===== src/hw/rtl/bfla_pkg.sv =====
// ----------------------------------------------------------------------------
// bfla_pkg
// Shared types and constants of the multi-precision Fibonacci limb adder.
// ----------------------------------------------------------------------------
package bfla_pkg;

  // limb count and field widths
  localparam int NumLimbs = 25;
  localparam int LimbW    = 30;
  localparam int IndexW   = 10;
  localparam int PosW     = 5;
  localparam int LimbIdxW = (NumLimbs > 1) ? $clog2(NumLimbs) : 1;

  // decimal limb base, one bit wider than a limb to hold a raw sum
  localparam logic [LimbW:0] LimbBase = (LimbW + 1)'(1000000000);

  // sequencer states
  typedef enum logic [1:0] {
    ST_IDLE,
    ST_RUN,
    ST_DRAIN,
    ST_EMIT
  } state_e;

  // control broadcast to every cell of the chain
  typedef struct packed {
    logic clear;     // load the start terms
    logic seed_one;  // start term F(1) = 1 goes into limb 0
    logic shift;     // move newer terms one cell up for readout
  } cell_ctrl_t;

endpackage


===== src/hw/rtl/bfla_ctrl.sv =====
// ----------------------------------------------------------------------------
// bfla_ctrl
// Sequencer of the limb chain: takes the index, issues the addition steps,
// waits for the chain to settle and reads the limbs out into the output word.
// ----------------------------------------------------------------------------
module bfla_ctrl (
  input  logic                             clk_i,
  input  logic                             rst_ni,
  input  logic                             in_valid_i,
  output logic                             in_ready_o,
  input  logic [bfla_pkg::IndexW-1:0]      index_i,
  output logic                             out_valid_o,
  input  logic                             out_ready_i,
  output logic [bfla_pkg::LimbW-1:0]       limb_value_o,
  output logic [bfla_pkg::PosW-1:0]        limb_position_o,
  output logic                             last_limb_o,
  output bfla_pkg::cell_ctrl_t             cell_ctrl_o,
  output logic                             issue_o,
  input  logic [bfla_pkg::LimbW-1:0]       top_limb_i
);

  bfla_pkg::state_e                  state_q, state_d;
  logic [bfla_pkg::IndexW-1:0]       steps_q, steps_d;
  logic [bfla_pkg::IndexW-1:0]       issue_cnt_q, issue_cnt_d;
  logic [bfla_pkg::LimbIdxW-1:0]     limb_cnt_q, limb_cnt_d;
  logic                              out_valid_q, out_valid_d;
  logic [bfla_pkg::LimbW-1:0]        value_q, value_d;
  logic [bfla_pkg::PosW-1:0]         pos_q, pos_d;
  logic                              last_q, last_d;
  logic                              accept;
  logic                              emit;
  logic                              run_done;
  logic                              drain_done;

  assign accept     = in_valid_i && (state_q == bfla_pkg::ST_IDLE);
  assign emit       = (state_q == bfla_pkg::ST_EMIT) && (!out_valid_q || out_ready_i);
  assign run_done   = (issue_cnt_q == (steps_q - bfla_pkg::IndexW'(1)));
  assign drain_done = (limb_cnt_q == bfla_pkg::LimbIdxW'(bfla_pkg::NumLimbs - 1));

  // next state
  always_comb begin
    state_d = state_q;
    unique case (state_q)
      bfla_pkg::ST_IDLE: begin
        if (in_valid_i) begin
          state_d = (index_i >= bfla_pkg::IndexW'(2)) ? bfla_pkg::ST_RUN
                                                      : bfla_pkg::ST_DRAIN;
        end
      end
      bfla_pkg::ST_RUN: begin
        if (run_done) begin
          state_d = bfla_pkg::ST_DRAIN;
        end
      end
      bfla_pkg::ST_DRAIN: begin
        if (drain_done) begin
          state_d = bfla_pkg::ST_EMIT;
        end
      end
      bfla_pkg::ST_EMIT: begin
        if (emit && (limb_cnt_q == '0)) begin
          state_d = bfla_pkg::ST_IDLE;
        end
      end
      default: state_d = bfla_pkg::ST_IDLE;
    endcase
  end

  // outputs, counters and output word
  always_comb begin
    in_ready_o           = (state_q == bfla_pkg::ST_IDLE);
    cell_ctrl_o.clear    = accept;
    cell_ctrl_o.seed_one = (index_i != '0);
    cell_ctrl_o.shift    = emit;
    issue_o              = (state_q == bfla_pkg::ST_RUN);
    steps_d              = steps_q;
    issue_cnt_d          = issue_cnt_q;
    limb_cnt_d           = limb_cnt_q;
    out_valid_d          = out_valid_q && !out_ready_i;
    value_d              = value_q;
    pos_d                = pos_q;
    last_d               = last_q;
    unique case (state_q)
      bfla_pkg::ST_IDLE: begin
        if (accept) begin
          steps_d     = index_i - bfla_pkg::IndexW'(1);
          issue_cnt_d = '0;
          limb_cnt_d  = '0;
        end
      end
      bfla_pkg::ST_RUN: begin
        issue_cnt_d = issue_cnt_q + bfla_pkg::IndexW'(1);
      end
      bfla_pkg::ST_DRAIN: begin
        limb_cnt_d = drain_done ? limb_cnt_q : limb_cnt_q + bfla_pkg::LimbIdxW'(1);
      end
      bfla_pkg::ST_EMIT: begin
        if (emit) begin
          out_valid_d = 1'b1;
          value_d     = top_limb_i;
          pos_d       = bfla_pkg::PosW'(limb_cnt_q);
          last_d      = (limb_cnt_q == '0);
          limb_cnt_d  = limb_cnt_q - bfla_pkg::LimbIdxW'(1);
        end
      end
      default: begin
        issue_cnt_d = issue_cnt_q;
      end
    endcase
  end

  // control registers
  always_ff @(posedge clk_i or negedge rst_ni) begin
    if (!rst_ni) begin
      state_q     <= bfla_pkg::ST_IDLE;
      steps_q     <= '0;
      issue_cnt_q <= '0;
      limb_cnt_q  <= '0;
      out_valid_q <= 1'b0;
    end else begin
      state_q     <= state_d;
      steps_q     <= steps_d;
      issue_cnt_q <= issue_cnt_d;
      limb_cnt_q  <= limb_cnt_d;
      out_valid_q <= out_valid_d;
    end
  end

  // output word payload
  always_ff @(posedge clk_i) begin
    value_q <= value_d;
    pos_q   <= pos_d;
    last_q  <= last_d;
  end

  assign out_valid_o     = out_valid_q;
  assign limb_value_o    = value_q;
  assign limb_position_o = pos_q;
  assign last_limb_o     = last_q;

endmodule


===== config.mk =====
export PLATFORM = sky130hd
export DESIGN_NAME = bfla_ctrl
export DESIGN_NICKNAME = d
export VERILOG_FILES = /design/src/hw/rtl/bfla_pkg.sv /design/src/hw/rtl/bfla_ctrl.sv
export SDC_FILE = /design/constraint.sdc
export NUM_CORES = 1
export LEC_CHECK = 0
export ABC_AREA = 1
export CAP_MARGIN = 5
export CELL_PAD_IN_SITES_DETAIL_PLACEMENT = 0
export CELL_PAD_IN_SITES_GLOBAL_PLACEMENT = 1
export CORE_MARGIN = 1
export CORE_UTILIZATION = 40
export DETAILED_ROUTE_END_ITERATION = 10
export DONT_BUFFER_PORTS = 1
export PLACE_DENSITY = 0.71
export SYNTH_ARGS = -nofsm -noshare
export SYNTH_HDL_FRONTEND = slang
export SYNTH_SLANG_ARGS = --single-unit

===== constraint.sdc =====
create_clock -name clk_i -period 3.8 [get_ports clk_i]
set_input_delay 0.76 -clock clk_i [delete_from_list [all_inputs] [get_ports clk_i]]
set_output_delay 0.76 -clock clk_i [all_outputs]
set_load 0.05 [all_outputs]

* Word level (Yosys, flattened, before mapping) *
Index checks and enable logic that the tools add are counted.

cells by class
  $add $sub $neg = 5
  $mul = 0
  div/mod/pow operators = 0
  $lt $le $gt $ge = 1
  eq/ne operators = 12
  shift operators = 0
  muxes and demuxes = 14
  bitwise gates (word level) = 0
  reductions and logical operators = 17

operator list
  cell                                                                                   count
  10-bit one-hot mux with 2 select lines                                                 1
  10-bit by 1-bit subtractor with 10-bit output (second input constant)                  2
  5-bit two-way mux                                                                      3
  5-bit one-hot mux with 3 select lines                                                  1
  10-bit by 1-bit adder with 10-bit output (second input constant)                       1
  10-bit equality test                                                                   1
  10-bit by 2-bit greater-or-equal comparator with 1-bit output (second input constant)  1
  10-bit two-way mux                                                                     1
  2-bit two-way mux                                                                      5
  10-bit nonzero test                                                                    1
  2-bit inequality test (second input constant)                                          4
  2-bit one-hot mux with 4 select lines                                                  1
  4-bit AND reduction                                                                    2
  2-bit by 1-bit inequality test with 1-bit output (second input constant)               3
  2-bit AND reduction                                                                    3
  5-bit by 1-bit adder with 5-bit output (second input constant)                         1
  5-bit equality test (second input constant)                                            1
  5-bit zero test                                                                        1
  5-bit by 1-bit subtractor with 5-bit output (second input constant)                    1
  2-bit equality test (second input constant)                                            2
  1-bit logical AND                                                                      4
  3-bit nonzero test                                                                     1
  2-bit by 1-bit equality test with 1-bit output (second input constant)                 1
  1-bit zero test                                                                        2
  other kinds (4)                                                                        5

storage, ports and cells
  register bits = 64
  bits in latches = 0
  bits in writable memories = 0
  bits in read-only memories = 0
  bits of input ports = 44
  output and inout port bits = 42
  word-level logic and storage cells = 57
  memories kept = 0

* Longest topological paths before layout *
Gate-level depths: netlist of the first run.

  depth after elaboration = 6
  gate-level depth with buffers = 14
  mapped depth without buffers = 14

* Worst setup path after synthesis of the first run *
OpenSTA, ideal clock, no wires.

  kind = register -> output
  start = register state_q[0]
  end = output cell_ctrl_o[0] in the netlist's numbering
  data arrival time = 3152 ps
  required time = 3040 ps
  setup slack = -112 ps
  stages on the path, launching flop included = 5
  buffers on the path = 1
  cells stage by stage = dfrtp_1 > ha_1 > inv_1 > a21oi_1 > buf_4

between the ends
  cells in the longest elaborated chain, start to end = 2

ends and longest elaborated chain
  element                 line              text
  start, declared         bfla_ctrl.sv:22   bfla_pkg::state_e state_q, state_d;
  start signal, assigned  bfla_ctrl.sv:115  state_q <= bfla_pkg::ST_IDLE;
  start signal, assigned  bfla_ctrl.sv:121  state_q <= state_d;
  2-bit equality test     bfla_ctrl.sv:36   assign emit = (state_q == bfla_pkg::ST_EMIT) && (!out_valid_q || out_ready_i);
  1-bit logical AND       bfla_ctrl.sv:36
  end, declared           bfla_ctrl.sv:17   output bfla_pkg::cell_ctrl_t cell_ctrl_o,

Every way passes these cells.

==> impl_results.md, run 1 <==
* Pre-Repair DR Iteration Count at 4
* Post-Route WL at 6.584 mm
* Crit path from: state_q[1]
* Post-route clock period utilization at 75.26%
* Global Route Usage Sum at 17.14%
* Buf/Inv on CP at 1
* Clock Sinks at 64
* Post-CTS Hold Fix Bufs at 0
* Cts bufs inserted at 9
* Htree depth at 3
* Peak per-stage delay on the critical path at 0.74 ns
* Die W at 91.51 um
* #FFs+latches synth at 64
* Psw at 1.360 mW
* Reg power frac at 46.0%
* Crit Reg-Reg Startpoint: state_q[1]
* Worst EP required at 3.04 ns
* TNS Setup at 0 ns
* Outcome: finished, final reports clean
* Cell-internal power at 1.668 mW
* Hold Slack at 0.1033 ns
* IO Port Bufs at 0
* Vias per cell at 4.993
* FP Rows at 32
* Total of max-cap violations at 0
* Final Hold Vio Count at 0
* Most instantiated cells after synthesis: nand2_1 (60), inv_1 (41), edfxtp_1 (36)
* HPWL after DPL at 5.007 mm
* Filler cells at 715
* CP Class: flop to output port
* Clk_skew at 0.01275 ns
* Core ar. at 7727 um^2
* Period minus WS final at 2.860 ns
* Synth top area cells: edfxtp_1 (34%), dfrtp_1 (22%), nand2_1 (7.0%)
* Total number of vias at 2197
* Routed length per instance at 14.96 um
* Area growth syn-to-layout at 10.86%
* Hold Path Class: primary input to asynchronous set/reset pin
* Crit end category: output port
* Register area share after synthesis at 55.60%
* Largest net degree at the start of global routing at 29
* Switching power share of the total at 44.92%
* Synthesized Nets at 381
* CTS tree: built
* Clk pin slew, worst setup/hold paths at 0.08 ns
* Worst Max-Slew Pin Slew at 0.9289 ns
* Yosys top cell by area: edfxtp_1
* EDFF count, synth at 36
* Post-synth top area share at 33.74%
* Final nets at 389
* Mapped Area at 3204 um^2
* GRT overflow at 0
* Power density cells at 852.7 nW/um^2
* Final Slew Violations at 0
* Asr flop ratio synth at 43.75%
* Die height at 91.51 um
* IO Count at 86
* Layout Cells excl Fill at 440
* Tot Pwr at 3.029 mW
* Worst VDD drop at 0.4895 mV
* Post-route ant nets at 0
* Worst path cell trace: ha_1 -> inv_1 -> a21oi_4
* Critical Path Source Type: flop
* Top_reg_cell synth: edfxtp_1
* DIE AREA at 8373 um^2
* Critical path fanouts, max at 20
* Fin util at 45.97%
* YS warnings at 0
* Final setup viols at 0
* DRC errors left at 0
* Mapped Cells at 325
* Max clock buf depth at 2
* Post-CTS setup buffers at 0
* Max Fclk at 349.7 MHz
* Vias in the first global route at 2119
* First-pass GRT wire length at 10.85 mm
* Cts repair resizes at 0
* Initial core utilization at 41.47%
* Crit path DAT at 2.10 ns
* Share of layout cells above drive strength 1 at 13.31%
* Slew headroom at 37.93%
* Count leader, synth: nand2_1
* RSZ-0062 raised after global routing: false
* Static leakage at 1.499 nW
* Number of antenna violations at the first check in global routing at 0
* Distinct cells, synth at 37
* Initial DRC Count at 129
* Cell family with most CP delay: compound AO/OA/AOI/OAI gates
* Clock power share at 22.0%
* Critical path's slowest cell: a21oi_4
* Root Buffer: clkbuf_8
* Clock Latency Late Sink at 0.34 ns
* Inst Count DP at 424
* Number of diodes at 0
* Syn avg cell area at 9.859 um^2
* Gpl congestion at 0.7924
* Comb pwr share at 32.0%
## routing by layer
layer	up-vias	wire length [um]	share of wire, %	track usage, %
met3	6	269	4.1	5.109
met4	0	87	1.3	5.952
met1	1046	3119	47	22.91
met5	-	0	0	0
li1	1093	-	-	-
met2	52	3107	47	26.44
## flip-flops by register name, summed over array words and instances (netlist names)
register / cells
steps_q: 10
limb_value_o: 30
limb_position_o: 5
state_q: 2
limb_cnt_q: 5
out_valid_o: 1
issue_cnt_q: 10
last_limb_o: 1
## power by group through the flow
stage	logic [mW]	clock network, mW	registers, mW
after floorplan	0.831	0	1.35
after global placement	0.966	0	1.40
final	0.970	0.666	1.39
after global routing	1.12	0.710	1.42
after CTS	0.984	0.688	1.40
after detailed placement	0.981	0	1.41
## metrics by stage
step | worst slack, ns | instance area (um^2)
after detailed placement | 1.257 | 3326
after global placement | 1.314 | 3326
final | 0.9401 | 3552
after CTS | 0.8746 | 3552
after global routing | 0.7607 | 3552
after floorplan | 0.7445 | 3208
## path summary, 6_finish.rpt
path	endpoint	slack, ns	cells after the start
worst max register to register	limb_value_o[21]	1.33	4
worst min register to register	limb_position_o[3]	0.51	0
max in group asynchronous	state_q[1]	3.60	0
worst max-delay path	cell_ctrl_o[0]	0.94	3
worst min-delay path	limb_cnt_q[0]	0.10	0
min in group clk_i	limb_value_o[0]	0.50	0
## placed cells by master (no fill, tap or decap), drive strengths merged, types with 4 or more instances in the layout
cell type,netlist,layout
nor3,10,10
nand3,21,21
clkbuf,2,9
xnor2,5,5
nand4,7,7
a21oi,9,9
xor2,12,12
nand2,68,68
o21ai,20,20
edfxtp,36,36
nor2,31,31
dfrtp,28,28
ha,11,11
o22ai,4,4
inv,46,48
## cells by family (layout without fill, tap and decap cells)
| group | after synthesis | in the layout | share of synthesized area (%) |
|---|---|---|---|
| buffers and inverters | 52 | 65 | 6.638 |
| AND/OR/NAND/NOR | 143 | 143 | 21.16 |
| AO/OA/AOI/OAI | 37 | 37 | 7.029 |
| adder cells (fa/ha/maj) | 12 | 12 | 4.920 |
| flip-flops | 64 | 64 | 55.60 |
| XOR/XNOR | 17 | 17 | 4.647 |
## cell type report
cell class | count | area, um^2 | area share [%]
flip-flops and latches | 64 | 1782 | 50.16
multi-input cells | 209 | 1221 | 34.38
inverters | 46 | 172.7 | 4.861
well taps | 102 | 127.6 | 3.593
clock buffers | 9 | 123.9 | 3.487
clock inverters | 7 | 102.6 | 2.888
repair buffers | 3 | 22.52 | 0.6340
No activity file was read; power rests on OpenSTA's default activity.
==> run 2: changes to the inputs <==
--- a/config.mk
+++ b/config.mk
@@ -13,7 +13,7 @@
 export CORE_UTILIZATION = 40
 export DETAILED_ROUTE_END_ITERATION = 10
 export DONT_BUFFER_PORTS = 1
-export PLACE_DENSITY = 0.71
+export PLACE_DENSITY = 0.68
 export SYNTH_ARGS = -nofsm -noshare
 export SYNTH_HDL_FRONTEND = slang
 export SYNTH_SLANG_ARGS = --single-unit
==> constraint.sdc (replaced) <==
create_clock -name clk_i -period 2.95 [get_ports clk_i]
set_input_delay 0.59 -clock clk_i [delete_from_list [all_inputs] [get_ports clk_i]]
set_output_delay 0.59 -clock clk_i [all_outputs]
set_load 0.05 [all_outputs]
==> impl_results.md, run 2 (synthesis results as in run 1) <==
* Die W at 91.51 um (unchanged)
* Outcome: finished, final reports clean
* Core ar. at 7727 um^2 (unchanged)
* Post-CTS setup buffers at 0 (unchanged)
* Root Buffer: clkbuf_8
* Share of layout cells above drive strength 1 at 14.08% (+0.76 points)
* Critical Path Source Type: flop
* Clk pin slew, worst setup/hold paths at 0.08 ns (about the same)
* Filler cells at 727 (+1.7%)
* TNS Setup at 0 ns (unchanged)
* Cts bufs inserted at 9 (unchanged)
* Largest register FFs at 30 (unchanged)
* Fin util at 46.75% (+0.78 points)
* First-pass GRT wire length at 10.85 mm (about the same)
* DRC errors left at 0 (unchanged)
* Die height at 91.51 um (unchanged)
* Post-Route WL at 6.655 mm (+1.1%)
* Global Route Usage Sum at 17.13% (about the same)
* Hold Path Class: primary input to asynchronous set/reset pin
* Clk_skew at 0.007458 ns (-0.005296 ns)
* IO Count at 86 (unchanged)
* Most frequent cells in the layout: nand2_1 (60), inv_1 (41), edfxtp_1 (36), dfrtp_1 (28), nor2_1 (26)
* Max Fclk at 410.8 MHz
* Post-route ant nets at 0 (unchanged)
* Initial core utilization at 41.47% (unchanged)
* Number of diodes at 0 (unchanged)
* Final WS setup at 0.5159 ns (-0.4242 ns)
* Fin area at 3612 um^2 (+1.7%)
* HPWL after DPL at 5.083 mm (+1.5%)
* Crit path from: state_q[0]
* Critical path fanouts, max at 8 (-60%)
* Routed length per instance at 15.02 um (+0.39%)
* Reg2reg setup slack at 0.80 ns (-0.53 ns)
* Worst EP required at 2.36 ns (-0.68 ns)
* Total of max-cap violations at 0 (unchanged)
* Vias in the first global route at 2104 (-0.71%)
* Number of antenna violations at the first check in global routing at 0 (unchanged)
* Post-CTS Hold Fix Bufs at 1 (+1)
* Vias per cell at 4.894 (-2.0%)
* Final Hold Vio Count at 0 (unchanged)
* Worst VDD drop at 0.5772 mV (+18%)
* Pre-Repair DR Iteration Count at 5 (+1)
* Hold Slack at 0.06416 ns (-0.03916 ns)
* Htree depth at 3 (unchanged)
* Final Slew Violations at 0 (unchanged)
* Most common cell after layout, fill and taps aside: nand2_1
* Crit Reg-Reg Startpoint: state_q[0]
* Final nets at 392 (+0.77%)
* Largest net degree at the start of global routing at 29 (unchanged)
* Initial DRC Count at 85 (-34%)
* Gpl congestion at 0.7771 (-1.9%)
* Dpl ws at 0.7859 ns (-0.4708 ns)
* DIE AREA at 8373 um^2 (unchanged)
* Max clock buf depth at 2 (unchanged)
* CP Class: flop to output port
* Area growth syn-to-layout at 12.73%
* Crit path DAT at 1.84 ns (-0.26 ns)
* Static leakage at 1.534 nW (+2.3%)
* Power density cells at 1109 nW/um^2 (+30%)
* RSZ-0062 raised after global routing: false
* Post-DP Area at 3341 um^2 (+0.45%)
* Total number of vias at 2168 (-1.3%)
* IO Port Bufs at 0 (unchanged)
* FP Rows at 32 (unchanged)
* Final setup viols at 0 (unchanged)
* GRT overflow at 0 (unchanged)
* Crit end category: output port
* Clock Sinks at 64 (unchanged)
* Slew headroom at 61.01% (+23 points)
* Period minus WS final at 2.434 ns
* Post-route clock period utilization at 82.51%
* Cts repair resizes at 0 (unchanged)
* Clock Latency Late Sink at 0.34 ns (about the same)
* Worst Max-Slew Pin Slew at 0.5849 ns (-0.3440 ns)
* CTS tree: built
## run 2: changes by cell type in the layout (fill, tap and decap cells not counted)
cell | before | now
buf_4 | 3 | 5
inv_6 | 2 | 1
clkinvlp_4 | 1 | 0
inv_8 | 0 | 1
buf_12 | 0 | 1
bufinv_16 | 2 | 3
## run 2: area by class of cell
cell class	count	area, um^2	share of cell area, %
flip-flops and latches	64	1782	49.32
multi-input cells	209	1221	33.81
inverters	46	172.7	4.780
clock inverters	7	127.6	3.533
well taps	102	127.6	3.533
clock buffers	9	123.9	3.429
repair buffers	6	57.56	1.593
## run 2: path summary, 6_finish.rpt
kind | to | cells past startpoint
max in group asynchronous | steps_q[4] | 1
min in group clk_i | limb_value_o[29] | 0
worst min register to register | limb_position_o[2] | 0
worst max register to register | limb_value_o[25] | 4
worst min-delay path | issue_cnt_q[3] | 1
worst max-delay path | cell_ctrl_o[0] | 3
## run 2: report_power, final
part           total, mW  switching (mW)  internal, mW
sequential          1.79           0.554          1.23
combinational       1.28           0.839         0.442
clock              0.939           0.366         0.573
## run 2: layer usage
layer | GRT usage [%] | vias to the layer above | share of wire [%]
met5 | 0 | - | 0
met4 | 6.746 | 0 | 2.0
met3 | 4.941 | 10 | 4.4
met2 | 25.88 | 57 | 46
met1 | 23.09 | 998 | 47
li1 | - | 1103 | -
## run 2: worst max-delay path: stages, from the launching register on
cell and delay, ns:
dfrtp_1 0.40, ha_1 0.43, inv_1 0.18, a21oi_4 0.49
## run 2: metrics by stage
step                std cells  total power [mW]
floorplan                 325             2.813
detailed placement        426             3.087
CTS                       443             4.055
global route              443             4.291
finish                    443             4.007
global placement          426             3.071
