File: src/hw/rtl/bfla_pkg.sv
// ----------------------------------------------------------------------------
// bfla_pkg
// Shared types and constants of the multi-precision Fibonacci limb adder.
// ----------------------------------------------------------------------------
package bfla_pkg;

  // limb count and field widths
  localparam int NumLimbs = 25;
  localparam int LimbW    = 30;
  localparam int IndexW   = 10;
  localparam int PosW     = 5;
  localparam int LimbIdxW = (NumLimbs > 1) ? $clog2(NumLimbs) : 1;

  // decimal limb base, one bit wider than a limb to hold a raw sum
  localparam logic [LimbW:0] LimbBase = (LimbW + 1)'(1000000000);

  // sequencer states
  typedef enum logic [1:0] {
    ST_IDLE,
    ST_RUN,
    ST_DRAIN,
    ST_EMIT
  } state_e;

  // control broadcast to every cell of the chain
  typedef struct packed {
    logic clear;     // load the start terms
    logic seed_one;  // start term F(1) = 1 goes into limb 0
    logic shift;     // move newer terms one cell up for readout
  } cell_ctrl_t;

endpackage

File: src/hw/rtl/bfla_cell.sv
// ----------------------------------------------------------------------------
// bfla_cell
// One limb of the chain: holds the older and newer term limbs, adds them with
// the carry from the cell below and hands its carry to the cell above.
// ----------------------------------------------------------------------------
module bfla_cell (
  input  logic                             clk_i,
  input  logic                             rst_ni,
  input  bfla_pkg::cell_ctrl_t             ctrl_i,
  input  logic                             seed_i,
  input  logic                             en_i,
  input  logic                             carry_i,
  input  logic [bfla_pkg::LimbW-1:0]       shift_in_i,
  output logic                             en_o,
  output logic                             carry_o,
  output logic [bfla_pkg::LimbW-1:0]       newer_o
);

  logic [bfla_pkg::LimbW-1:0] older_q, older_d;
  logic [bfla_pkg::LimbW-1:0] newer_q, newer_d;
  logic                       carry_q, carry_d;
  logic                       en_q, en_d;
  logic [bfla_pkg::LimbW:0]   sum;
  logic [bfla_pkg::LimbW:0]   sum_mod;
  logic                       wrap;

  // limb add with decimal carry
  always_comb begin
    sum     = {1'b0, older_q} + {1'b0, newer_q} + (bfla_pkg::LimbW + 1)'(carry_i);
    wrap    = (sum >= bfla_pkg::LimbBase);
    sum_mod = wrap ? (sum - bfla_pkg::LimbBase) : sum;
  end

  // next term values
  always_comb begin
    older_d = older_q;
    newer_d = newer_q;
    carry_d = 1'b0;
    en_d    = 1'b0;
    if (ctrl_i.clear) begin
      older_d = '0;
      newer_d = bfla_pkg::LimbW'(seed_i & ctrl_i.seed_one);
    end else if (ctrl_i.shift) begin
      newer_d = shift_in_i;
    end else if (en_i) begin
      older_d = newer_q;
      newer_d = sum_mod[bfla_pkg::LimbW-1:0];
      carry_d = wrap;
      en_d    = 1'b1;
    end
  end

  // term limbs
  always_ff @(posedge clk_i) begin
    older_q <= older_d;
    newer_q <= newer_d;
  end

  // carry and step token to the next cell
  always_ff @(posedge clk_i or negedge rst_ni) begin
    if (!rst_ni) begin
      carry_q <= 1'b0;
      en_q    <= 1'b0;
    end else begin
      carry_q <= carry_d;
      en_q    <= en_d;
    end
  end

  assign en_o    = en_q;
  assign carry_o = carry_q;
  assign newer_o = newer_q;

endmodule

File: config.mk
export PLATFORM = sky130hd
export DESIGN_NAME = bfla_cell
export DESIGN_NICKNAME = d
export VERILOG_FILES = /design/src/hw/rtl/bfla_pkg.sv /design/src/hw/rtl/bfla_cell.sv
export SDC_FILE = /design/constraint.sdc
export NUM_CORES = 1
export LEC_CHECK = 0
export BUFFER_PORTS_ARGS = -buffer_cell sky130_fd_sc_hd__buf_2
export CAP_MARGIN = 10
export CORE_MARGIN = 5
export CORE_UTILIZATION = 60
export CTS_CLUSTER_DIAMETER = 100
export CTS_CLUSTER_SIZE = 8
export DETAILED_ROUTE_END_ITERATION = 8
export GPL_ROUTABILITY_DRIVEN = 1
export PLACE_DENSITY = 0.84
export SLEW_MARGIN = 20
export SYNTH_ARGS = -nofsm -noshare
export SYNTH_HDL_FRONTEND = slang
export SYNTH_SLANG_ARGS = --single-unit
File: constraint.sdc
create_clock -name clk_i -period 6.44 [get_ports clk_i]
set_clock_uncertainty 0.15 [all_clocks]
set_input_delay 1.932 -clock clk_i [delete_from_list [all_inputs] [get_ports clk_i]]
set_output_delay 1.932 -clock clk_i [all_outputs]
set_load 0.005 [all_outputs]
# Word-level counts from Yosys, hierarchy flattened
# Cells that the tools add are included.
[op_classes] addsub=3 magnitude_cmp=1 n_mux=10 n_bitwise=2 reduce_logical=2
[op_table] op="2-to-1 mux 30 bit" n=4
[op_table] op="adder 30 x 30 -> 31 bit" n=1
[op_table] op="adder 31 x 1 -> 31 bit" n=1
[op_table] op=">= comparator 31 x 30 -> 1 bit (second input constant)" n=1
[op_table] op="subtractor 30 bit (second input constant)" n=1
[op_table] op="2-to-1 mux 1 bit" n=6
[op_table] op="nonzero test 3 bit" n=1
[op_table] op="AND reduction 2 bit" n=1
[op_table] op="AND 1 bit" n=1
[op_table] op="NOT 1 bit" n=1
[word_totals] register_bits=62 inputBits=38 elab_cells=22

# Logic depth before layout (Yosys ltp)
# Gate-level depths: netlist of run 1.
[logic_depth] ltp_word=7 depth_mapped=15

# Worst setup path after synthesis of run 1
# Ideal clock, no wire load.
[synth_timing] kind="in2reg" from="in carry_i" to="reg newer_q, in the netlist newer_o[20], data pin" t_arrival_ps=5673 t_required_ps=6120 path_slack_ps=447 cell_stages=14 cell_sequence="fa_1 > fa_1 > a21o_1 > a221o_2 > nand4_1 > o311ai_0 > ha_1 > o211ai_1 > a311oi_2 > o211a_4 > and4_4 > buf_6 > or4_1 > a311oi_2"
[synth_between] elab_chain_len=6
[synth_rtl] element="start, declared" line_no="bfla_cell.sv:12" text="input logic carry_i,"
[synth_rtl] element="adder 31 x 1 -> 31 bit (*)" line_no="bfla_cell.sv:29" text="sum = {1'b0, older_q} + {1'b0, newer_q} + (bfla_pkg::LimbW + 1)'(carry_i);"
[synth_rtl] element="subtractor 30 bit or >= comparator 31 x 30 -> 1 bit (tied branches)" line_no="bfla_cell.sv:31, bfla_cell.sv:30"
[synth_rtl] element="2-to-1 mux 30 bit (*)" line_no="bfla_cell.sv:31" text="sum_mod = wrap ? (sum - bfla_pkg::LimbBase) : sum;"
[synth_rtl] element="2-to-1 mux 30 bit (*)" line_no="bfla_cell.sv:45" text="end else if (en_i) begin"
[synth_rtl] element="2-to-1 mux 30 bit (*)" line_no="bfla_cell.sv:43" text="end else if (ctrl_i.shift) begin"
[synth_rtl] element="2-to-1 mux 30 bit (*)" line_no="bfla_cell.sv:40" text="if (ctrl_i.clear) begin"
[synth_rtl] element="end signal, assigned" line_no="bfla_cell.sv:56" text="newer_q <= newer_d;"
[synth_rtl] element="end, declared" line_no="bfla_cell.sv:20" text="logic [bfla_pkg::LimbW-1:0] newer_q, newer_d;"
# Every way passes the cells marked *; elsewhere a longest branch is shown, timed or not. The select of a mux whose other input is x is not followed.
# A chain may end at the register's enable or synchronous reset.

# Final worst setup path of run 1
[layout_timing] from="in carry_i" to="reg newer_q, in the netlist newer_o[9], data pin"
# Same word-level chain as after synthesis.

==> results of run 1 <==
==> where the power goes <==
part           leakage [nW]  switching, W  internal, W
Combinational          1.71      0.000280     0.000171
Sequential            0.609     0.0000303     0.000453
Clock                0.0895      0.000178     0.000179
==> cell usage in the layout (no fill, tap or decap), types with 4 or more instances in the layout <==
master,n
and2_1,5
a31oi_1,4
ha_1,30
inv_1,9
nand4_1,13
o21ai_0,22
or4_1,4
dfxtp_1,30
nand2_1,122
mux2i_1,4
buf_4,14
nor3_1,12
or3_1,7
nor2_1,34
edfxtp_1,30
xor2_1,11
o211ai_1,15
a21o_1,16
and3_1,8
a21oi_1,75
clkbuf_8,9
nor4_1,4
and4_1,4
xnor2_1,15
nand3_1,18
a32oi_1,7
a31o_2,4
buf_2,69
==> worst max-delay path: stages <==
cell	delay (ns)
buf_2	0.11
fa_1	0.49
fa_1	0.43
a21o_1	0.24
a221o_2	0.43
a221oi_4	0.37
o41ai_2	0.16
a41oi_1	0.36
xnor2_1	0.10
and3_2	0.23
a21oi_1	0.51
buf_4	0.25
o21ai_0	0.10
a311oi_1	0.29
==> cell usage after synthesis (4+ instances only) <==
cell,number
a21oi_1,75
nand4_1,13
or3_1,7
a21o_1,16
a31o_2,4
nand2_1,123
buf_2,4
nor4_1,4
edfxtp_1,30
nor3_1,12
a31oi_1,4
and2_1,5
o211ai_1,15
mux2i_1,4
nand3_1,18
and4_1,4
nor2_1,34
xor2_1,11
clkbuf_1,21
dfxtp_1,30
or4_1,4
and3_1,8
inv_1,9
o21ai_0,22
ha_1,30
xnor2_1,15
a32oi_1,7
==> cell type report <==
| cell class | count | area share (%) |
|---|---|---|
| clock buffers | 9 | 2.181 |
| clock inverters | 7 | 1.300 |
| inverters | 10 | 0.6609 |
| multi-input cells | 515 | 58.29 |
| flip-flops and latches | 62 | 27.32 |
| well taps | 105 | 2.313 |
| repair buffers | 83 | 7.931 |
==> metrics by stage <==
step | cell area [um^2] | utilization (%) | power [W] | setup WS [ns]
after floorplan | 5112 | - | 0.0008027 | 0.4471
after global placement | 5479 | 66.35 | 0.0009224 | 0.3073
after detailed placement | 5479 | 66.35 | 0.0009315 | 0.1227
after CTS | 5677 | 68.74 | 0.001285 | 0.4863
after global routing | 5679 | 68.77 | 0.001359 | 0.1606
final | 5679 | 68.77 | 0.001292 | 0.4480
==> metal layers <==
metal	global-route usage [%]	vias to the layer above
met5	0	-
met4	11.71	0
met3	3.754	39
met1	41.69	2426
met2	47.53	234
li1	-	2447
==> flip-flops by register name, summed over array words and instances (netlist names) <==
signal / flops
newer_o: 30
older_q: 30
carry_o: 1
en_o: 1
==> cells by family after synthesis <==
kind of cell | synth area share, %
buf+inv | 4.993
simple gates | 23.08
mux | 1.003
xor+xnor | 4.773
compound gates | 27.68
flops | 30.35
fa+ha+maj | 8.125
==> worst paths after layout <==
path | slack [ns] | to | startpoint | cells after the start
max in group asynchronous | 4.84 | carry_o | rst_ni | 1
worst min register to register | 0.32 | older_q[18] | older_q[18] | 2
worst max register to register | 1.70 | newer_o[9] | newer_o[0] | 13
worst max-delay path | 0.45 | newer_o[9] | carry_i | 14
worst min-delay path | 0.32 | older_q[18] | older_q[18] | 2
min in group asynchronous | 1.20 | en_o | rst_ni | 1
==> results_dict.tcl, run 1 <==
set metrics [dict create \
    fp.dieH_um 102.3 \
    io_buffers 69 \
    synth.top_cell.area_share_pct 17.62 \
    postCtsSetupRepairBufs 0 \
    holdWs_ns 0.3162 \
    core_area_um2 8258 \
    numCtsBuffers 9 \
    cts_sinks 62 \
    route.met3.wl_mm 1.005 \
    vias 5146 \
    fillers 739 \
    critPathArrivalTime_ns 6.00 \
    maxSlewHeadroom_pct 28.12 \
    tightest_slew_ns 1.074 \
    drive_gt1_share_pct 18.95 \
    grt.total_usage_pct 29.98 \
    wire_per_inst_um 19.40 \
    die_x_um 102.3 \
    final_nets 751 \
    highest_layer "met4" \
    hpwl_mm 11.71 \
    p_leak_nw 2.413 \
    grt_pass1_vias 4901 \
    period_share_pct 93.04 \
    place.gp.congestion 0.9243 \
    avgSynthCellArea_um2 8.193 \
    ir_drop_mv 0.1212 \
    holdBufCountCts 0 \
    drt_first_iter_violations 346 \
    cts_buffer_depth 2 \
    diodes 0 \
    met2_length_mm 6.990 \
    hold_class "reg -> reg" \
    cp_max_fo 8 \
    hold_viol 0 \
    yosysWarnings 0 \
    cts_tree "built" \
    worstSetupStartpointType "input pin" \
    fin_crit_ns 5.992 \
    ant_nets 0 \
    finalSetupViolCount 0 \
    ys_seq_elements 62 \
    yosysTopAreaCell "edfxtp_1" \
    fin_cells 791 \
    dp_cells 775 \
    root_buffer "clkbuf_8" \
    fin_setup_tns_ns 0 \
    cts_max_level 3 \
    synth-main-ff-cell "edfxtp_1" \
    grt_overflow 0 \
    area_delta_synth_final_pct 11.09 \
    design.die.area_um2 10470 \
    ctsResizeCount 0 \
    ys_seq_area_share_pct 30.35 \
    power_density_nw_per_um2 227.5 \
    finalMaxSlewViolations 0 \
    endpoint_kind "register" \
    wl_mm 15.34 \
    required_ns 6.44 \
    crit_type "in -> reg" \
    clk_pin_slew_ns 0.08 \
    grt_antenna_before_repair 0 \
    synthCells 624 \
    ioPinCount 70 \
    synthesis.nets 694 \
    initial_utilization_pct 61.91 \
    seq_area_um2 1551 \
    yosys-top-cells-area "edfxtp_1 18%, dfxtp_1 12%, nand2_1 9.0%" \
    grt_start_max_net_pins 52 \
    synth.distinct_cells 83 \
    multiInputGateArea_um2 3311 \
    dr.pass1.iters 5 \
    synth-async-reset-ratio_pct 3.226 \
    fmax_mhz 166.9 \
    clk_latency_ns 0.34 \
    m1WireLength_mm 6.872 \
    rsz0062_at_grt "no" \
    rows 33 \
    drc 0 \
    grt_pass1_wl_mm 24.58 \
    via_per_inst 6.506 \
    synthesis.area_um2 5112 \
    synth_edf_count 30 \
    status "finished clean" \
    maxCapViolations 0 \
]
(Power assumes the default switching activity.)
==> inputs of run 2 (changes only) <==
PLACE_DENSITY = 0.83   (was 0.84)
REMOVE_ABC_BUFFERS = 1   (was not set)
==> run 2 against run 1 <==
Routed wire length is 3.1% higher. Global-route usage is 1.4 points higher. Sequential share of layout area is 0.16 points lower. Core utilization is 0.41 points higher. Critical path type unchanged.
==> results_dict.tcl, run 2 (same netlist as run 1, synthesis figures left out) <==
set metrics [dict create \
    fillers 723 \
    fp.dieH_um 102.3 \
    dp_cells 776 \
    clk_latency_ns 0.35 \
    fin_setup_tns_ns 0 \
    cp_cell_sequence "buf_2 > fa_1 > fa_1 > a21o_1 > a221o_2 > nand4_1 > o311ai_0 > ha_1 > o211ai_1 > a311oi_2 > o211a_4 > and4_4 > or4_1 > a311oi_2" \
    grt_start_max_net_pins 31 \
    core_area_um2 8258 \
    drc 0 \
    period_share_pct 92.75 \
    clk_pin_slew_ns 0.08 \
    io_buffers 69 \
    finalMaxSlewViolations 0 \
    design.die.area_um2 10470 \
    cts_buffer_depth 2 \
    critPathMaxStageDelay_ns 0.50 \
    ctsResizeCount 0 \
    diodes 0 \
    crit_type "in -> reg" \
    fin_cells 792 \
    grt_antenna_before_repair 0 \
    most-common-layout-cells "122 x nand2_1, 75 x a21oi_1, 69 x buf_2" \
    vias 5229 \
    final_nets 752 \
    wire_per_inst_um 19.97 \
    rsz0062_at_grt "no" \
    status "finished clean" \
    ir_drop_mv 0.1459 \
    hold_viol 0 \
    fmax_mhz 167.4 \
    critPathArrivalTime_ns 6.00 \
    grt_overflow 0 \
    final_core_util_pct 69.18 \
    cts_max_level 3 \
    multiInputGateArea_um2 3312 \
    worstSetupStartpointType "input pin" \
    initial_utilization_pct 61.91 \
    fin_crit_ns 5.973 \
    power_density_nw_per_um2 232.8 \
    hold_class "reg -> reg" \
    hpwl_mm 11.97 \
    die_x_um 102.3 \
    place.gp.congestion 0.9691 \
    finalSetupViolCount 0 \
    area_delta_synth_final_pct 11.75 \
    cp_max_fo 10 \
    via_per_inst 6.602 \
    required_ns 6.47 \
    postCtsSetupRepairBufs 0 \
    holdBufCountCts 0 \
    grt_pass1_wl_mm 25.56 \
    wl_mm 15.81 \
    crit_path_top_delay_cell "fa_1" \
    seq_area_um2 1551 \
    drt_first_iter_violations 414 \
    grt.total_usage_pct 31.37 \
    drive_gt1_share_pct 19.36 \
    numCtsBuffers 9 \
    rows 33 \
    p_leak_nw 2.438 \
    cts_sinks 62 \
    root_buffer "clkbuf_8" \
    ant_nets 0 \
    cts_tree "built" \
    layout_commonest_cell "nand2_1" \
    endpoint_kind "register" \
    maxSlewHeadroom_pct 36.96 \
    tightest_slew_ns 0.9421 \
    grt_pass1_vias 5041 \
    maxCapViolations 0 \
    dr.pass1.iters 6 \
    ioPinCount 70 \
]
-- run 2: through the flow --
step	total power [W]	hold slack [ns]	area [um^2]	setup WS, ns
after detailed placement	0.0009281	0.3025	5487	0.1816
after CTS	0.001322	0.3133	5709	0.5149
after global routing	0.001400	0.3345	5713	0.2682
after global placement	0.0009198	0.2955	5487	0.2597
final	0.001330	0.3130	5713	0.4666
after floorplan	0.0007755	0.2840	4895	0.5371
-- run 2: where the power goes --
group          leakage (nW)  total [W]  switching, W  internal [W]
Sequential            0.609   0.000481     0.0000279      0.000453
Clock                 0.109   0.000398      0.000179      0.000219
Combinational          1.72   0.000451      0.000282      0.000169
Total                  2.44    0.00133      0.000489      0.000841
-- run 2: cell type report --
| type | instances | share of cell area (%) |
|---|---|---|
| sequential | 62 | 27.16 |
| multi-input combinational | 515 | 57.97 |
| timing repair buffer | 84 | 8.016 |
| clock inverter | 7 | 1.730 |
| tap | 105 | 2.300 |
| inverter | 10 | 0.6570 |
| clock buffer | 9 | 2.168 |
-- run 2: path summary, 6_finish.rpt --
kind,startpoint,endpoint,slack (ns),cells past startpoint
setup / recovery,carry_i,newer_o[20],0.47,14
hold reg to reg,older_q[23],older_q[23],0.31,2
hold / removal,older_q[23],older_q[23],0.31,2
setup reg to reg,newer_o[0],newer_o[20],1.71,13
min in group asynchronous,rst_ni,en_o,1.20,1
max in group asynchronous,rst_ni,carry_o,4.84,1
-- run 2: metal layers --
metal | vias up | track usage [%] | share of wire (%)
met5 | - | 0 | 0
met4 | 0 | 10.49 | 2.7
met1 | 2444 | 42.82 | 43
met2 | 296 | 49.88 | 45
li1 | 2456 | - | -
met3 | 33 | 6.212 | 9.5
-- run 2: critical path, delay by kind of cell --
family                     cells  cell delay (ns)
adders and majority gates      3             1.23
buffers and inverters          1             0.11
AOI/OAI and AO/OA              7             1.88
and+or+nand+nor                3             0.83
==> inputs of run 3 (changes only) <==
RECOVER_POWER = 50   (was not set)
==> run 3 against run 2 <==
Via count up 1.1%. Non-clock buffer count did not move. Hold slack lost 0.0010 ns. Flip-flop and latch count is the same. Combinational power shrank 1%. Maximum frequency shrank 0.36%. Sequential share of layout area grew 0.17 points. Setup slack got worse by 0.022 ns. First-iteration DRC count is 15% higher. Critical path depth is the same. Cell area shrank 0.64%.
==> results_dict.tcl, run 3 (same netlist as run 1, synthesis figures left out) <==
set metrics [dict create \
    area_delta_synth_final_pct 11.04 \
    root_buffer "clkbuf_8" \
    vias 5284 \
    maxCapViolations 0 \
    place.gp.congestion 0.9691 \
    grt_overflow 0 \
    ioPinCount 70 \
    dr.pass1.iters 5 \
    finalSetupViolCount 0 \
    hold_viol 0 \
    power_density_nw_per_um2 233.7 \
    critPathArrivalTime_ns 6.02 \
    status "finished clean" \
    p_leak_nw 2.348 \
    clk_latency_ns 0.35 \
    drt_first_iter_violations 477 \
    wire_per_inst_um 20.01 \
    wl_mm 15.85 \
    via_per_inst 6.672 \
    cts_max_level 3 \
    fmax_mhz 166.8 \
    met3_usage_pct 6.212 \
    cts_buffer_depth 2 \
    post-place-ws_ns 0.1816 \
    postCtsSetupRepairBufs 0 \
    die_x_um 102.3 \
    clk_pin_slew_ns 0.08 \
    io_buffers 69 \
    finalMaxSlewViolations 0 \
    worst_slack_ns 0.4450 \
    layout_commonest_cell "nand2_1" \
    grt_pass1_vias 5041 \
    required_ns 6.47 \
    fin_cells 792 \
    busiest_layer "met2" \
    grt_antenna_before_repair 0 \
    design.die.area_um2 10470 \
    drive_gt1_share_pct 15.43 \
    drc 0 \
    ctsResizeCount 0 \
    ant_nets 0 \
    hold_class "reg -> reg" \
    most-common-layout-cells "122 x nand2_1, 75 x a21oi_1, 44 x buf_2" \
    initial_utilization_pct 61.91 \
    dp_cells 776 \
    final_nets 752 \
    fin_setup_tns_ns 0 \
    period_share_pct 93.09 \
    core_area_um2 8258 \
    rsz0062_at_grt "no" \
    grt_start_max_net_pins 31 \
    rrSetupSlack_ns 1.68 \
    holdBufCountCts 0 \
    rows 33 \
    fin_crit_ns 5.995 \
    crit_type "in -> reg" \
    diodes 0 \
    maxSlewHeadroom_pct 24.60 \
    cts_tree "built" \
    tightest_slew_ns 1.131 \
    ir_drop_mv 0.1459 \
    grt.total_usage_pct 31.37 \
    cts_sinks 62 \
    use_met2_pct 49.88 \
    grt_pass1_wl_mm 25.56 \
    cp_max_fo 10 \
    numCtsBuffers 9 \
    fp.dieH_um 102.3 \
    grt_util_met1_pct 42.82 \
    worstSetupStartpointType "input pin" \
    final_core_util_pct 68.74 \
    endpoint_kind "register" \
    hpwl_mm 11.97 \
]
[run 3: cell count changes in the layout (fill, tap and decap cells not counted)]
cell | before | now
buf_4 | 15 | 14
and2_1 | 5 | 4
or3_2 | 1 | 0
clkbuf_1 | 0 | 25
and2_0 | 0 | 1
buf_1 | 0 | 1
buf_2 | 69 | 44
or3_1 | 6 | 7
[run 3: area by class of cell]
class / instances / area (um^2)
well taps: 105 / 131.4
flip-flops and latches: 62 / 1551
repair buffers: 84 / 422.9
clock buffers: 9 / 123.9
inverters: 10 / 37.54
fillers: 741 / 2581
clock inverters: 7 / 98.84
multi-input cells: 515 / 3311
[run 3: path summary, 6_finish.rpt]
path	from	to	cells after the start
worst max register to register	newer_o[0]	newer_o[20]	13
max in group asynchronous	rst_ni	carry_o	1
worst max-delay path	carry_i	newer_o[20]	14
worst min-delay path	older_q[23]	older_q[23]	2
min in group asynchronous	rst_ni	en_o	1
worst min register to register	older_q[23]	older_q[23]	2
[run 3: routing by layer]
metal / routed length, um / part of all wire, %
met5: 0 / 0
met4: 481 / 3.0
met3: 1548 / 9.8
met2: 7198 / 45
met1: 6622 / 42
[run 3: stage by stage]
step	total power (W)	area, um^2	hold slack (ns)
2_1_floorplan	0.0007755	4895	0.2840
3_3_place_gp	0.0009198	5487	0.2955
3_5_place_dp	0.0009281	5487	0.3025
4_1_cts	0.001322	5709	0.3133
5_1_grt	0.001395	5677	0.3345
6_report	0.001327	5677	0.3120
[run 3: power by group]
part,switching [W],total [W],internal [W],leakage (nW)
clock network,0.000180,0.000399,0.000219,0.109
registers,0.0000283,0.000481,0.000453,0.609
logic,0.000282,0.000446,0.000164,1.63
total,0.000490,0.00133,0.000836,2.35
[run 3: critical path, cell delays in order]
cell and delay, ns:
clkbuf_1 0.09, fa_1 0.51, fa_1 0.44, a21o_1 0.22, a221o_2 0.43, nand4_1 0.12
o311ai_0 0.19, ha_1 0.30, o211ai_1 0.34, a311oi_2 0.17, o211a_4 0.30, and4_4 0.23
or4_1 0.49, a311oi_2 0.25
